==> config.mk <==
export PLATFORM = sky130hd
export DESIGN_NAME = tss_ram
export DESIGN_NICKNAME = d
export VERILOG_FILES = /design/src/rtl/core/tss_ram.sv
export SDC_FILE = /design/constraint.sdc
export NUM_CORES = 2
export LEC_CHECK = 0
export ABC_AREA = 1
export BUFFER_PORTS_ARGS = -buffer_cell sky130_fd_sc_hd__buf_2
export CAP_MARGIN = 5
export CORE_UTILIZATION = 39
export CTS_CLUSTER_SIZE = 20
export DETAILED_ROUTE_END_ITERATION = 10
export GPL_TIMING_DRIVEN = 0
export PLACE_DENSITY = 0.54
export REMOVE_ABC_BUFFERS = 1
export SLEW_MARGIN = 0
export SYNTH_ARGS = -nofsm -noshare
export SYNTH_HDL_FRONTEND = slang
export SYNTH_SLANG_ARGS = --single-unit
==> constraint.sdc <==
create_clock -name clk -period 13.6 [get_ports clk]
set_input_delay 2.04 -clock clk [delete_from_list [all_inputs] [get_ports clk]]
set_output_delay 2.04 -clock clk [all_outputs]
set_load 0.05 [all_outputs]
==> src/rtl/core/tss_ram.sv <==
// ----------------------------------------------------------------------------
// tss_ram
// generic single-port-write, single-port-read ram with registered read
// ----------------------------------------------------------------------------
module tss_ram #(
  parameter int WIDTH = 32,
  parameter int DEPTH = 64
) (
  input  logic                     clk,
  input  logic                     we,
  input  logic [$clog2(DEPTH)-1:0] waddr,
  input  logic [WIDTH-1:0]         wdata,
  input  logic [$clog2(DEPTH)-1:0] raddr,
  output logic [WIDTH-1:0]         rdata
);
  logic [WIDTH-1:0] mem [DEPTH];
  always_ff @(posedge clk) begin
    if (we) mem[waddr] <= wdata;
    rdata <= mem[raddr];
  end
endmodule

### After elaboration in Yosys (flattened, before gate mapping)

Memory sizes are Yosys's and may differ from the RTL's. A register that Yosys moved wholly into a read port is not among the register bits.
Index checks and enable logic that the tools add are counted.

* muxes and demuxes: 2

Operators by type and width (number)
* $mux 1: 2

* bits in registers: 0
* memory bits (writable): 2048
* input bits: 46
* output and inout bits: 32
* memories kept: 1

Memories
* mem: words 64, width 32, rd ports 1, clocked after Yosys merged registers in 1, write ports 1, RTL line 16 `logic [WIDTH-1:0] mem [DEPTH];`

### Longest topological paths before layout

* word-level depth: 2
* gate-level depth with buffers: 13
* depth with buffers taken out: 9

### Least setup slack after synthesis

No wires, ideal clock.

* kind: input -> register
* start: input we
* end: memory mem[48][0] (enable)
* library setup time: 0.502 ns
* arrival: 5.668 ns
* required time: 13.098 ns
* setup slack: 7.430 ns
* stages on the path: 3
* path buffers: 1
* cell sequence: clkbuf_1 -> nand4_1 -> nor4_1

* word-level cells in the longest chain between the ends: 2

Ends and longest elaborated chain
* start: declaration: RTL line 10 `input logic we,`
* $mux 1: RTL line 18 `if (we) mem[waddr] <= wdata;`
* $mux 1 (not written as such): RTL line 18
* end: declaration: RTL line 16

Every way passes these cells.

==> flow_summary_export.csv <==
group,metric,value,unit
yosys,syn_avg_cell_area,12.2,um^2
pwr,power_density,143,nW/um^2
yosys,ys_ff_latch,2080,
pwr,seqPwrFrac,52.8,%
detailed_routing,dr.pass1.iters,6,
floorplanning,coreArea,210000,um^2
layout,final_cell_mix,"nand2_1, edfxtp_1, nand3_1, clkbuf_16, buf_12",
yosys,yosysSeqAreaShare,75.1,%
setup_path,setup.worst_path.class,"input port to flop",
pwr,intPower,10.4,mW
grt,grt_overflow_total,0,
timing,rsz0062_at_grt,"no",
setup_path,cp.arrival,6720,ps
detailed_routing,drc_errors,0,
pwr,switching_share,22.6,%
yosys,ys_types,16,
timing,max_freq,0.165,GHz
clock_network,post_cts_buffers,0,
setup_path,r2r-end,"rdata[21]$_DFF_P_",
yosys,yosysTopAreaCellShare,74.3,%
layout,drive_gt1_share,8.35,%
placed_design,io_buffers,77,
placed_design,post-place-ws,6960,ps
clock_network,ctsHtreeMaxLevel,4,
floorplanning,die_height,463,um
grt,gr-usage-met2,34.5,%
setup_path,max_stage_delay,710,ps
detailed_routing,antenna_left,0,
grt,grt_max_degree,196,
setup_path,path_max_fanout,116,
layout,syn2layout_area_growth,13.9,%
grt,grt_antenna_before_repair,19,
yosys,ys.warnings.count,0,
timing,slew_viol_final,0,
pwr,p_clk_share,40.7,%
setup_path,reg2reg_from,"mem[48][21]$_DFFE_PP_",
grt,met3_usage,3.63,%
floorplanning,die_w,463,um
setup_path,worst_path_most_repeated_cell,"buf_16",
timing,finalSetupViolations,0,
setup_path,cp.required,14270,ps
yosys,synth_top_area_cell,"edfxtp_1",
clock_network,numCtsBuffers,201,
job,maxCapViolCount,0,
yosys,synthCells,6769,
layout,final_common_cell,"nand2_1",
hold_path,hp-class,"flop to flop",
setup_path,crit_start,"raddr[1]",
timing,relSlewSlack,4.54,%
layout,post-route-util,44.8,%
clock_network,cts_tree,"yes",
timing,post-route-period-util,44.5,%
setup_path,ff2ff_setup_slack,11690,ps
setup_path,cpMaxStageDelayCell,"inv_8",
detailed_routing,routed_wl,239000,um
setup_path,reg2reg_depth,8,
clock_network,clkSinkCount,2080,
yosys,synth_area,82700,um^2
grt,grt_util_met1,30.4,%
run_status,outcome,"finished, final reports clean",
timing,finClkSkew,28.6,ps
layout,final_nets,6808,
timing,tightest_slew,1430,ps
hold_path,min_to,"rdata[23]$_DFF_P_",
clock_network,hold_buffers,0,
detailed_routing,vias_per_cell,5.38,
grt,gr-max-usage-layer,"met2",
pwr,leakagePower,32.7,nW
pwr,peakVddDrop,0.124,mV
floorplanning,core.rowCount,168,
setup_path,setup.worst_path.end_class,"flop",
detailed_routing,vias,52400,
clock_network,clk_transition_reported_paths,60,ps
setup_path,start_kind,"input port",
grt,grt_pass1_vias,48900,
setup_path,crit_chain,"buf_8 > buf_16 > buf_16 > inv_8 > buf_16 > buf_16 > buf_16 > nand3_1 > nand3_1 > nand3_1 > nand3_1 > nand2_1 > nand2_1 > nand2_1",
yosys,synth.area.top_cells,"edfxtp_1, nand3_1, nand2_1, buf_2, dfxtp_1",
grt,grt_usage,21.9,%
timing,fin_crit,6050,ps
timing,finalHoldViolCount,0,
pwr,p_comb_share,6.5,%
grt,grt_pass1_wl,345000,um
hold_path,hold_start,"mem[20][23]$_DFFE_PP_",
timing,worst_slack,7550,ps
detailed_routing,post_drt_wl_per_cell,24.6,um
detailed_routing,drt_iter0_markers,5625,
placed_design,dp_hpwl,128000,um
placed_design,gp_congestion,0.874,
clock_network,cts_root_buf,"clkbuf_16",
floorplanning,ioPinCount,78,
timing,hold_slack,797,ps
floorplanning,start_util,39.4,%
hold_path,whs_path_depth,8,
clock_network,insertion_delay,850,ps
pwr,p_sw,3.04,mW
floorplanning,die_area,214000,um^2
clock_network,clk_path_buf_depth,3,
clock_network,post_cts_resize_count,0,
## cells in the mapped netlist (all sizes together)
cell type / number
inv: 12
nor2: 56
nand3: 1907
nand4: 9
nor4: 8
buf: 372
nand2: 2248
edfxtp: 2048
dfxtp: 32
clkbuf: 77
## final cells by class
cell class	count	area [um^2]
well taps	2805	3510
clock buffers	251	5300
repair buffers	239	3390
multi-input cells	4228	18800
clock inverters	115	1030
diodes	7	17.5
fillers	19000	116000
flip-flops and latches	2080	62100
inverters	12	86.3
## per-layer routing
| layer | up-vias | wire (um) |
|---|---|---|
| li1 | 24100 | - |
| met1 | 26100 | 102000 |
| met2 | 1854 | 111000 |
| met3 | 399 | 16300 |
| met4 | 0 | 9990 |
| met5 | - | 0 |
## state kept, by name, indices dropped and copies added (netlist names)
register,cells
mem,2048
rdata,32
## metrics by stage
| stage | instance area (um^2) | cells | power [mW] | TNS (ps) |
|---|---|---|---|---|
| global route | 94200 | 9735 | 13.9 | 0 |
| floorplan | 80500 | 6320 | 7.67 | 0 |
| finish | 94200 | 9737 | 13.5 | 0 |
| global placement | 84400 | 9202 | 8.22 | -1681590 |
| detailed placement | 87500 | 9343 | 8.10 | 0 |
| CTS | 93800 | 9709 | 13.5 | 0 |
## power groups by stage
stage	Sequential (mW)	Combinational, mW	Clock [mW]
finish	7.11	0.874	5.48
global route	7.11	0.942	5.80
CTS	7.11	0.854	5.56
detailed placement	7.25	0.852	0
global placement	7.25	0.967	0
floorplan	7.29	0.378	0
## worst max-delay path: cells and delay by family
family	cells	cell delay (ps)
buffers and inverters	7	2630
AND/OR/NAND/NOR	7	1370
## cells by family after synthesis
group / Yosys count / share of synthesized area (%)
flops: 2080 / 75.1
simple gates: 4228 / 22.1
buf+inv: 461 / 2.78
## worst max-delay path by stage
stage | endpoint | slack (ps) | depth (start not counted)
2_1_floorplan | rdata[17]$_DFF_P_ | 6020 | 9
3_3_place_gp | rdata[21]$_DFF_P_ | -52710 | 10
3_5_place_dp | rdata[21]$_DFF_P_ | 6960 | 14
4_1_cts | rdata[21]$_DFF_P_ | 7860 | 14
5_1_grt | rdata[21]$_DFF_P_ | 7520 | 14
6_report | rdata[21]$_DFF_P_ | 7550 | 14
Power figures use the tool's default switching activity.
