==> src/rtl/core/tss_pkg.sv <==
// ----------------------------------------------------------------------------
// tss_pkg
// shared types and constants for the tridiagonal solver
// ----------------------------------------------------------------------------
package tss_pkg;
  localparam int FRAC_BITS = 16;
  localparam int FIELD_W   = 32;
endpackage

==> src/rtl/core/tss_div.sv <==
// ----------------------------------------------------------------------------
// tss_div
// iterative signed fixed-point divider, one quotient bit per cycle
// ----------------------------------------------------------------------------
module tss_div
  import tss_pkg::*;
#(
  parameter int W = 32
) (
  input  logic                clk,
  input  logic                rst_n,
  input  logic                start,
  input  logic signed [W-1:0] num,
  input  logic signed [W-1:0] den,
  output logic                done,
  output logic signed [W-1:0] quo
);
  localparam int NW = W + FRAC_BITS;
  localparam int CW = $clog2(NW + 1);
  logic [NW-1:0] n_r, n_nxt;
  logic [W-1:0]  d_r;
  logic [W:0]    rem_r, rem_nxt;
  logic [NW-1:0] q_r, q_nxt;
  logic          neg_r, busy_r;
  logic [CW-1:0] cnt_r;
  logic [W:0]    trial;
  logic [NW:0]   sq;
  logic [W-1:0]  an, ad;

  assign an = num[W-1] ? W'(-num) : W'(num);
  assign ad = den[W-1] ? W'(-den) : W'(den);
  assign trial = {rem_r[W-1:0], n_r[NW-1]} - {1'b0, d_r};
  always_comb begin
    n_nxt = {n_r[NW-2:0], 1'b0};
    if (!trial[W]) begin
      rem_nxt = trial;
      q_nxt = {q_r[NW-2:0], 1'b1};
    end else begin
      rem_nxt = {rem_r[W-1:0], n_r[NW-1]};
      q_nxt = {q_r[NW-2:0], 1'b0};
    end
  end

  always_ff @(posedge clk) begin
    if (!rst_n) begin
      busy_r <= 1'b0;
      done <= 1'b0;
      cnt_r <= '0;
    end else begin
      done <= 1'b0;
      if (start) begin
        busy_r <= 1'b1;
        cnt_r <= CW'(NW);
      end else if (busy_r) begin
        cnt_r <= cnt_r - 1'b1;
        if (cnt_r == CW'(1)) begin
          busy_r <= 1'b0;
          done <= 1'b1;
        end
      end
    end
  end

  always_ff @(posedge clk) begin
    if (start) begin
      n_r <= {an, {FRAC_BITS{1'b0}}};
      d_r <= ad;
      rem_r <= '0;
      q_r <= '0;
      neg_r <= num[W-1] ^ den[W-1];
    end else if (busy_r) begin
      n_r <= n_nxt;
      rem_r <= rem_nxt;
      q_r <= q_nxt;
    end
  end

  always_comb begin
    sq = neg_r ? -{1'b0, q_r} : {1'b0, q_r};
    if (!neg_r && q_r > NW'({1'b0, {(W-1){1'b1}}}))
      quo = {1'b0, {(W-1){1'b1}}};
    else if (neg_r && q_r > NW'({1'b1, {(W-1){1'b0}}}))
      quo = {1'b1, {(W-1){1'b0}}};
    else
      quo = sq[W-1:0];
  end
endmodule

==> config.mk <==
export PLATFORM = sky130hd
export DESIGN_NAME = tss_div
export DESIGN_NICKNAME = d
export VERILOG_FILES = /design/src/rtl/core/tss_pkg.sv /design/src/rtl/core/tss_div.sv
export SDC_FILE = /design/constraint.sdc
export NUM_CORES = 1
export LEC_CHECK = 0
export ABC_AREA = 1
export BUFFER_PORTS_ARGS = -buffer_cell sky130_fd_sc_hd__buf_4
export CORE_ASPECT_RATIO = 1.2
export CORE_MARGIN = 3
export CORE_UTILIZATION = 45
export CTS_CLUSTER_DIAMETER = 80
export DETAILED_ROUTE_END_ITERATION = 6
export PLACE_DENSITY = 0.71
export RECOVER_POWER = 50
export SLEW_MARGIN = 20
export SYNTH_ARGS = -nofsm -noshare
export SYNTH_HDL_FRONTEND = slang
export SYNTH_SLANG_ARGS = --single-unit
export TNS_END_PERCENT = 30
==> constraint.sdc <==
create_clock -name clk -period 4.7 [get_ports clk]
set_clock_uncertainty 0.05 [all_clocks]
set_input_delay 0.94 -clock clk [delete_from_list [all_inputs] [get_ports clk]]
set_output_delay 0.94 -clock clk [all_outputs]
set_load 0.03 [all_outputs]
=== Yosys cells after proc, flatten, opt, wreduce, memory -nomap -nowiden ===
Cells that the tools add are included.

* Add/sub/neg operators: 5
* $lt $le $gt $ge: 2
* Equality and inequality tests: 1
* Multiplexer cells: 15
* Bitwise operators: 3
* Reductions and logical operators: 6

{| class="wikitable"
|+ Operators with widths
! cell !! count
|-
| 2-to-1 mux 32 bit || 5
|-
| 2-to-1 mux 48 bit || 2
|-
| negator 32 bit || 3
|-
| > comparator 48 x 31 -> 1 bit (second input constant) || 1
|-
| > comparator 48 x 32 -> 1 bit (second input constant) || 1
|-
| subtractor 33 x 32 -> 33 bit || 1
|-
| 2-to-1 mux 31 bit || 1
|-
| 2-to-1 mux 6 bit || 2
|-
| equality test 6 x 1 -> 1 bit (second input constant) || 1
|-
| subtractor 6 x 1 -> 6 bit (second input constant) || 1
|-
| 2-to-1 mux 1 bit || 5
|-
| OR reduction 3 bit || 1
|-
| logical AND 1 bit || 2
|-
| NOT 1 bit || 2
|-
| nonzero test 2 bit || 1
|-
| OR reduction 2 bit || 1
|-
| logical NOT 1 bit || 1
|-
| XOR 1 bit || 1
|}

* Flip-flop bits (word level): 153
* Bits of input ports: 67
* Output and inout bits: 33
* Word-level logic and storage cells: 42

=== Longest topological paths before layout ===
Gate-level depths: netlist of run 1.

* Depth in word-level cells: 4
* Gate-level depth with buffers: 19
* Gate-level depth less buffers: 18

=== Worst setup path before layout of run 1 ===
No wires, ideal clock.

* Kind: register -> output
* Start: reg q_r[1]
* End: out quo[29]
* Data arrival time: 2.138 ns
* Required time: 3.710 ns
* Path slack: 1.572 ns
* Stages on the path, launching flop included: 11
* Buffers on the path: 1
* Path through: dfxtp_1 -> inv_1 -> ha_1 -> nand3_1 -> nor2_1 -> nor3b_1 -> nand3_1 -> nand3_1 -> buf_2 -> nand2_1 -> o21ai_0

* Word-level cells in the longest chain between the ends: 4
* Elaborated cells between the ends (all ways): 8
* Classes of those cells: add/sub (1); order compare (2); mux (3); reduce/logical (2)

{| class="wikitable"
|+ Ends and longest elaborated chain
! item !! line !! text
|-
| start: declaration || tss_div.sv:23 || <nowiki>logic [NW-1:0] q_r, q_nxt;</nowiki>
|-
| start signal: assignment || tss_div.sv:74 || <nowiki>q_r <= q_nxt;</nowiki>
|-
| negator 32 bit / > comparator 48 x 32 -> 1 bit (equally long branches) || tss_div.sv:79, tss_div.sv:82 ||
|-
| 2-to-1 mux 32 bit / logical AND 1 bit (equally long branches) || tss_div.sv:79, tss_div.sv:82 ||
|-
| 2-to-1 mux 32 bit || tss_div.sv:82 || <nowiki>else if (neg_r && q_r > NW'({1'b1, {(W-1){1'b0}}}))</nowiki>
|-
| 2-to-1 mux 32 bit (*) || tss_div.sv:80 || <nowiki>if (!neg_r && q_r > NW'({1'b0, {(W-1){1'b1}}}))</nowiki>
|-
| end: declaration || tss_div.sv:16 || <nowiki>output logic signed [W-1:0] quo</nowiki>
|}

Mark *: on every way between the ends. The rest lies on a longest branch, timed or not.

==> impl_metrics.csv, run 1 <==
group,metric,value,unit
clock_tree,cts_tree,"built",
cells_and_area,utilization,0.530,
timing,setup_tns,0,ns
pwr,powerDensity,267,nW/µm²
floorplanning,die_y,176,µm
grt,grt_overflow,0,
clock_tree,cts_hold_buf,0,
timing,fmax,0.243,GHz
cells_and_area,diodes,0,
timing,hold_ws,0.423,ns
clock_tree,clkTransAtPathRegs,0.07,ns
floorplanning,die_area,26000,µm²
status,violations,"max-capacitance violations, max-slew violations",
routing,num_vias,10400,
min_path,hold_class,"reg -> reg",
yosys,synth_edf_count,65,
clock_tree,cts_made_buffers,17,
timing,rsz0062_at_grt,"no",
setup_path,critPathArrivalTime,4.34,ns
timing,period_share,0.877,
clock_tree,cts_setup_buffers,0,
clock_tree,cts.sinks,153,
floorplanning,initial_utilization,0.464,
cells_and_area,stdcell_area,12400,µm²
setup_path,reg2reg_from,"n_r[47]",
setup_path,r2r-end,"rem_r[25]",
setup_path,critPathRequiredTime,4.92,ns
yosys,syn_nets,1766,
clock_tree,worstSkewPairLatency,0.43,ns
clock_tree,clockBufferDepth,2,
floorplanning,die_x,148,µm
yosys,synth_top_cells_by_area,"nand2_1, edfxtp_1, dfxtp_1",
grt,grt_pass1_wl,46000,µm
routing,first_pass_iters,5,
floorplanning,rows,61,
grt,grt_start_max_net_pins,46,
yosys,synth_top_cell_area_share,0.195,
run,max_cap_viol_count,1,
pwr,p_leak,0.00635,µW
clock_tree,ctsResizeCount,0,
setup_path,end_kind,"flop",
timing,period_minus_slack,4.12,ns
setup_path,r2r_slack,1.59,ns
routing,drtIter0Drc,540,
status,status,"finished with violations",
placed_design,io_buffers,99,
setup_path,crit_start,"start",
floorplanning,num_io_pins,100,
timing,slew_headroom,-0.143,
floorplanning,core,23400,µm²
placed_design,globalplace.congestion,0.912,
yosys,netlist_instances,1661,
cells_and_area,drive_gt1_frac,0.0957,
routing,drc,0,
setup_path,endpoint,"q_r[38]",
setup_path,reg2reg_depth,17,
yosys,yosys_most_used_dff,"dfxtp_1",
setup_path,cp_max_fo,39,
yosys,synth_common_cells,"nand2_1, inv_1, nor2_1, dfxtp_1, nand3_1",
setup_path,cp-start-kind,"input pin",
placed_design,dpl_cell_area,11900,µm²
routing,routed_wl,27600,µm
timing,maxSlewViolCount,46,
yosys,synth_area,10900,µm²
clock_tree,cts_max_level,4,
grt,grt_usage,0.213,
routing,via_per_inst,5.02,
yosys,postSynth.asyncResetShare,0,
timing,hold_viol_final,0,
clock_tree,root_buffer,"clkbuf_16",
yosys,ys_seq_area_frac,0.342,
grt,antenna_found_initial,0,
yosys,synth_cell_type_count,41,
timing,setup_viol,0,
yosys,ys_ff_latch,153,
routing,wire_per_inst,13.4,µm
placed_design,dp_hpwl,21100,µm
yosys,ys_warn_count,0,
yosys,yosysTopAreaCell,"nand2_1",
timing,worst_slew_pin_slew,1.71,ns
yosys,syn_area_per_cell,6.54,µm²
pwr,ir_drop,0.250,mV
cells_and_area,finalNetCount,1847,
cells_and_area,syn_to_final_growth,14.3,%
grt,grt_pass1_vias,9943,
yosys,yosysMostFrequentCell,"nand2_1",
setup_path,critical_path_class,"in -> reg",
routing,ant_nets,0,
## registers in the layout (all words and copies together), names as in the netlist
signal / cells
busy_r: 1
cnt_r: 6
d_r: 32
done: 1
n_r: 32
neg_r: 1
q_r: 48
rem_r: 32
## routing by layer
layer / global-route usage / vias to the layer above / wire (µm)
met5: 0 / - / 0
met4: 0.0709 / 0 / 621
met3: 0.0367 / 33 / 1250
met2: 0.397 / 233 / 14100
met1: 0.247 / 4738 / 11600
li1: - / 5383 / -
## cells in the final DEF, fill, tap and decap left out, types with 14 or more instances in the layout
cell | synthesis | layout
inv_1 | 272 | 272
xnor2_1 | 14 | 14
edfxtp_1 | 65 | 65
nor2_1 | 146 | 145
o21ai_0 | 60 | 61
nand4_1 | 20 | 20
nor3_1 | 21 | 23
nand2_2 | 17 | 17
xor2_1 | 73 | 73
nand2_1 | 565 | 565
buf_4 | 3 | 101
dfxtp_1 | 88 | 88
o22ai_1 | 47 | 47
nand3_1 | 88 | 88
clkbuf_16 | 0 | 17
a21oi_1 | 27 | 27
ha_1 | 37 | 37
nand3b_1 | 14 | 14
## worst min-delay path by stage
| stage | slack (ns) | from | to | depth (start not counted) |
|---|---|---|---|---|
| after floorplan | 0.40 | rem_r[16] | rem_r[16] | 2 |
| after global placement | 0.41 | rem_r[20] | rem_r[20] | 2 |
| after detailed placement | 0.41 | rem_r[20] | rem_r[20] | 2 |
| after CTS | 0.43 | rem_r[20] | rem_r[20] | 2 |
| after global routing | 0.45 | rem_r[30] | rem_r[30] | 2 |
| final | 0.42 | rem_r[20] | rem_r[20] | 2 |
## report_power, final
part / internal (µW) / switching [µW] / total [µW]
clock: 754 / 615 / 1370
sequential: 1470 / 28.1 / 1500
combinational: 160 / 289 / 449
total: 2380 / 932 / 3310
## critical path, stage by stage
cell and delay (ns):
clkbuf_1 1.04, buf_4 0.56, nor2_1 0.10, inv_1 1.02, buf_4 0.50, o22ai_1 0.14
## stage by stage
stage / worst slack [ns] / power [µW] / cells
6_report: 0.577 / 3310 / 2070
4_1_cts: 0.739 / 3340 / 2070
2_1_floorplan: 1.57 / 1820 / 1661
3_3_place_gp: 1.32 / 1970 / 2038
3_5_place_dp: 1.22 / 1980 / 2038
5_1_grt: 0.289 / 3450 / 2070
## logic make-up (layout without fill, tap and decap cells)
logic type / after synthesis / in the layout / share of synthesized area
buf+inv: 325 / 419 / 0.116
fa+ha+maj: 38 / 38 / 0.0445
simple gates: 896 / 896 / 0.343
flops: 153 / 153 / 0.342
xor+xnor: 87 / 87 / 0.0702
compound gates: 162 / 162 / 0.0847
## layout make-up
type,count,area (µm²)
multi-input cells,1183,5880
inverters,278,1040
clock buffers,17,425
well taps,315,394
fillers,2342,11000
repair buffers,109,796
flip-flops and latches,153,3710
clock inverters,15,160
No activity file was read; power rests on OpenSTA's default activity.
==> inputs of run 2 (changes only) <==
Settings changed: ABC_AREA 1 to unset, PLACE_DENSITY 0.71 to 0.72.
==> run 2 against run 1 <==
Against the previous run:
- register-to-register slack got worse by 0.47 ns
- final cell count shrank 31%
- the flow still finishes with violations (max-capacitance violations, max-slew violations)
- via count decreased by 23%
- setup slack got worse by 0.53 ns
- worst hold slack improved by 0.020 ns
- die area decreased by 11%
- largest cell class unchanged
- sequential power about the same
- routed wire length shrank 25%
- critical path depth rose by 3
- combinational power grew 55%
- design area is 9.4% lower
- largest power group unchanged
==> impl_metrics.csv, run 2 <==
group,metric,value,unit
yosys,yosysMostFrequentCell,"nor2_1",
pwr,p_leak,0.00454,µW
floorplanning,initial_utilization,0.466,
yosys,ys_warn_count,0,
pwr,power_frac_seq,0.427,
clock_tree,cts.sinks,153,
clock_tree,clkTransAtPathRegs,0.06,ns
setup_path,r2r_slack,1.12,ns
cells_and_area,final_common_cell,"nor2_1",
yosys,yosysTopAreaCell,"edfxtp_1",
placed_design,dp_cells,1394,
routing,wire_per_inst,14.4,µm
clock_tree,cts_max_level,4,
routing,drtIter0Drc,409,
pwr,power_frac_comb,0.194,
run,max_cap_viol_count,1,
pwr,switching_power,990,µW
yosys,synth_cell_type_count,62,
placed_design,place_ws,0.179,ns
floorplanning,die_y,166,µm
routing,ant_nets,0,
placed_design,globalplace.congestion,0.897,
timing,setup_tns,0,ns
timing,period_minus_slack,4.65,ns
grt,grt_pass1_wl,34800,µm
pwr,swShare,0.276,
cells_and_area,final_cell_mix,"nor2_1, buf_4, dfxtp_1",
placed_design,dpl_cell_area,10500,µm²
setup_path,endpoint,"quo[10]",
timing,fin_ws,0.0452,ns
pwr,powerDensity,319,nW/µm²
timing,period_share,0.990,
cells_and_area,instances_no_fill,1434,
cells_and_area,drive_gt1_frac,0.148,
cells_and_area,diodes,0,
setup_path,critPathArrivalTime,3.66,ns
status,status,"finished with violations",
yosys,ys_ff_latch,153,
yosys,netlist_instances,1077,
yosys,postSynth.asyncResetShare,0,
setup_path,reg2reg_depth,13,
timing,hold_viol_final,0,
setup_path,r2r-end,"rem_r[0]",
placed_design,io_buffers,99,
setup_path,crit_start,"q_r[6]",
floorplanning,rows,57,
setup_path,end_kind,"output port",
pwr,ir_drop,0.274,mV
setup_path,cp-start-kind,"flop",
setup_path,critical_path_class,"reg -> out",
cells_and_area,largest_register_ffs,48,
cells_and_area,syn_to_final_growth,17.6,%
setup_path,cp_max_fo,15,
grt,grt_start_max_net_pins,113,
setup_path,critPathRequiredTime,3.71,ns
grt,grt_pass1_vias,7498,
floorplanning,die_area,23000,µm²
yosys,synth_top_cell_area_share,0.204,
pwr,p_int,2590,µW
timing,maxSlewViolCount,58,
yosys,ys_seq_area_frac,0.388,
clock_tree,cts_tree,"built",
grt,antenna_found_initial,0,
routing,routed_wl,20600,µm
cells_and_area,utilization,0.548,
timing,fmax,0.215,GHz
floorplanning,num_io_pins,100,
timing,setup_viol,0,
timing,worst_slew_pin_slew,2.49,ns
cells_and_area,stdcell_area,11200,µm²
clock_tree,cts_made_buffers,17,
setup_path,reg2reg_from,"n_r[47]",
clock_tree,root_buffer,"clkbuf_16",
routing,num_vias,7947,
timing,rsz0062_at_grt,"yes",
yosys,synth_top_cells_by_area,"edfxtp_1, dfxtp_1, mux2i_1",
grt,grt_usage,0.177,
pwr,clockPowerShare,0.379,
clock_tree,clockBufferDepth,2,
yosys,syn_area_per_cell,8.88,µm²
floorplanning,core,20500,µm²
yosys,yosys_most_used_dff,"dfxtp_1",
cells_and_area,top_register,"q_r",
grt,grt_overflow,0,
cells_and_area,finalNetCount,1261,
min_path,hold_class,"reg -> reg",
yosys,synth_edf_count,65,
timing,slew_headroom,-0.659,
routing,first_pass_iters,5,
yosys,syn_nets,1182,
routing,drc,0,
placed_design,dp_hpwl,14400,µm
status,violations,"max-capacitance violations, max-slew violations",
yosys,synth_common_cells,"nor2_1, dfxtp_1, nand2_1, a21oi_1, o21ai_0",
clock_tree,worstSkewPairLatency,0.43,ns
floorplanning,die_x,139,µm
routing,via_per_inst,5.54,
yosys,synth_area,9570,µm²
[run 2: cell count changes after synthesis, sizes merged, moves of 15 or more]
cell    change
nor2       -20
a211oi     +22
nand3      -76
or4        +15
nand2     -501
clkbuf     +16
xnor2      +38
mux2i      +71
o22ai      -43
inv       -222
a21oi      +46
o31ai      +25
o21ai      +17
[run 2: layer usage]
metal  GRT usage  vias up  part of all wire
met1       0.221     3733              0.44
li1            -     4024                 -
met4      0.0668        0             0.023
met2       0.307      159              0.50
met3      0.0291       31             0.036
met5           0        -                 0
[run 2: critical path: stages, from the launching register on]
cell and delay [ns]:
dfxtp_4 0.36, or4_4 0.55, or4_4 0.44, or4_4 0.49
or4_4 0.47, nor3_4 0.18, buf_4 0.16, a21oi_4 0.12
o21ai_0 0.26, buf_4 0.20
[run 2: kinds of logic (layout without fill, tap and decap cells)]
group / count (synthesis) / in the layout / synth area share
buf+inv: 109 / 199 / 0.0447
mux: 73 / 73 / 0.0767
simple gates: 315 / 315 / 0.155
compound gates: 269 / 271 / 0.175
flops: 153 / 153 / 0.388
xor+xnor: 120 / 120 / 0.110
fa+ha+maj: 38 / 38 / 0.0505
[run 2: worst min path at each step]
| stage | startpoint | end | slack (ns) | depth (start not counted) |
|---|---|---|---|---|
| 4_1_cts | rem_r[16] | rem_r[16] | 0.45 | 2 |
| 3_5_place_dp | rem_r[16] | rem_r[16] | 0.43 | 2 |
| 5_1_grt | rem_r[21] | rem_r[21] | 0.47 | 2 |
| 3_3_place_gp | rem_r[16] | rem_r[16] | 0.42 | 2 |
| 6_report | rem_r[21] | rem_r[21] | 0.44 | 2 |
| 2_1_floorplan | rem_r[15] | rem_r[15] | 0.40 | 2 |
[run 2: what timing repair did]
item                       in CTS  in global routing
pin swaps                       5                 10
setup buffers                   3                  3
hold buffers                    0                  0
cloned                          1                  1
setup endpoints to repair      31                 31
resized for setup               7                 34
[run 2: final cells by class]
class / count / area, µm²
Clock buffer: 20 / 489
Clock inverter: 12 / 108
Fill cell: 1877 / 9290
Inverter: 53 / 199
Multi-Input combinational cell: 817 / 5520
Sequential cell: 153 / 3720
Tap cell: 265 / 332
Timing Repair Buffer: 114 / 881
[run 2: power groups by stage]
stage | Clock, µW | Combinational (µW) | Sequential [µW]
6_report | 1360 | 694 | 1530
4_1_cts | 1380 | 691 | 1530
3_3_place_gp | 0 | 674 | 1560
5_1_grt | 1450 | 777 | 1540
3_5_place_dp | 0 | 683 | 1560
2_1_floorplan | 0 | 510 | 1540
[run 2: stage by stage]
step | total power (µW) | hold WS [ns]
final | 3580 | 0.443
after global routing | 3770 | 0.473
after CTS | 3610 | 0.445
after detailed placement | 2240 | 0.431
after global placement | 2230 | 0.420
after floorplan | 2050 | 0.396
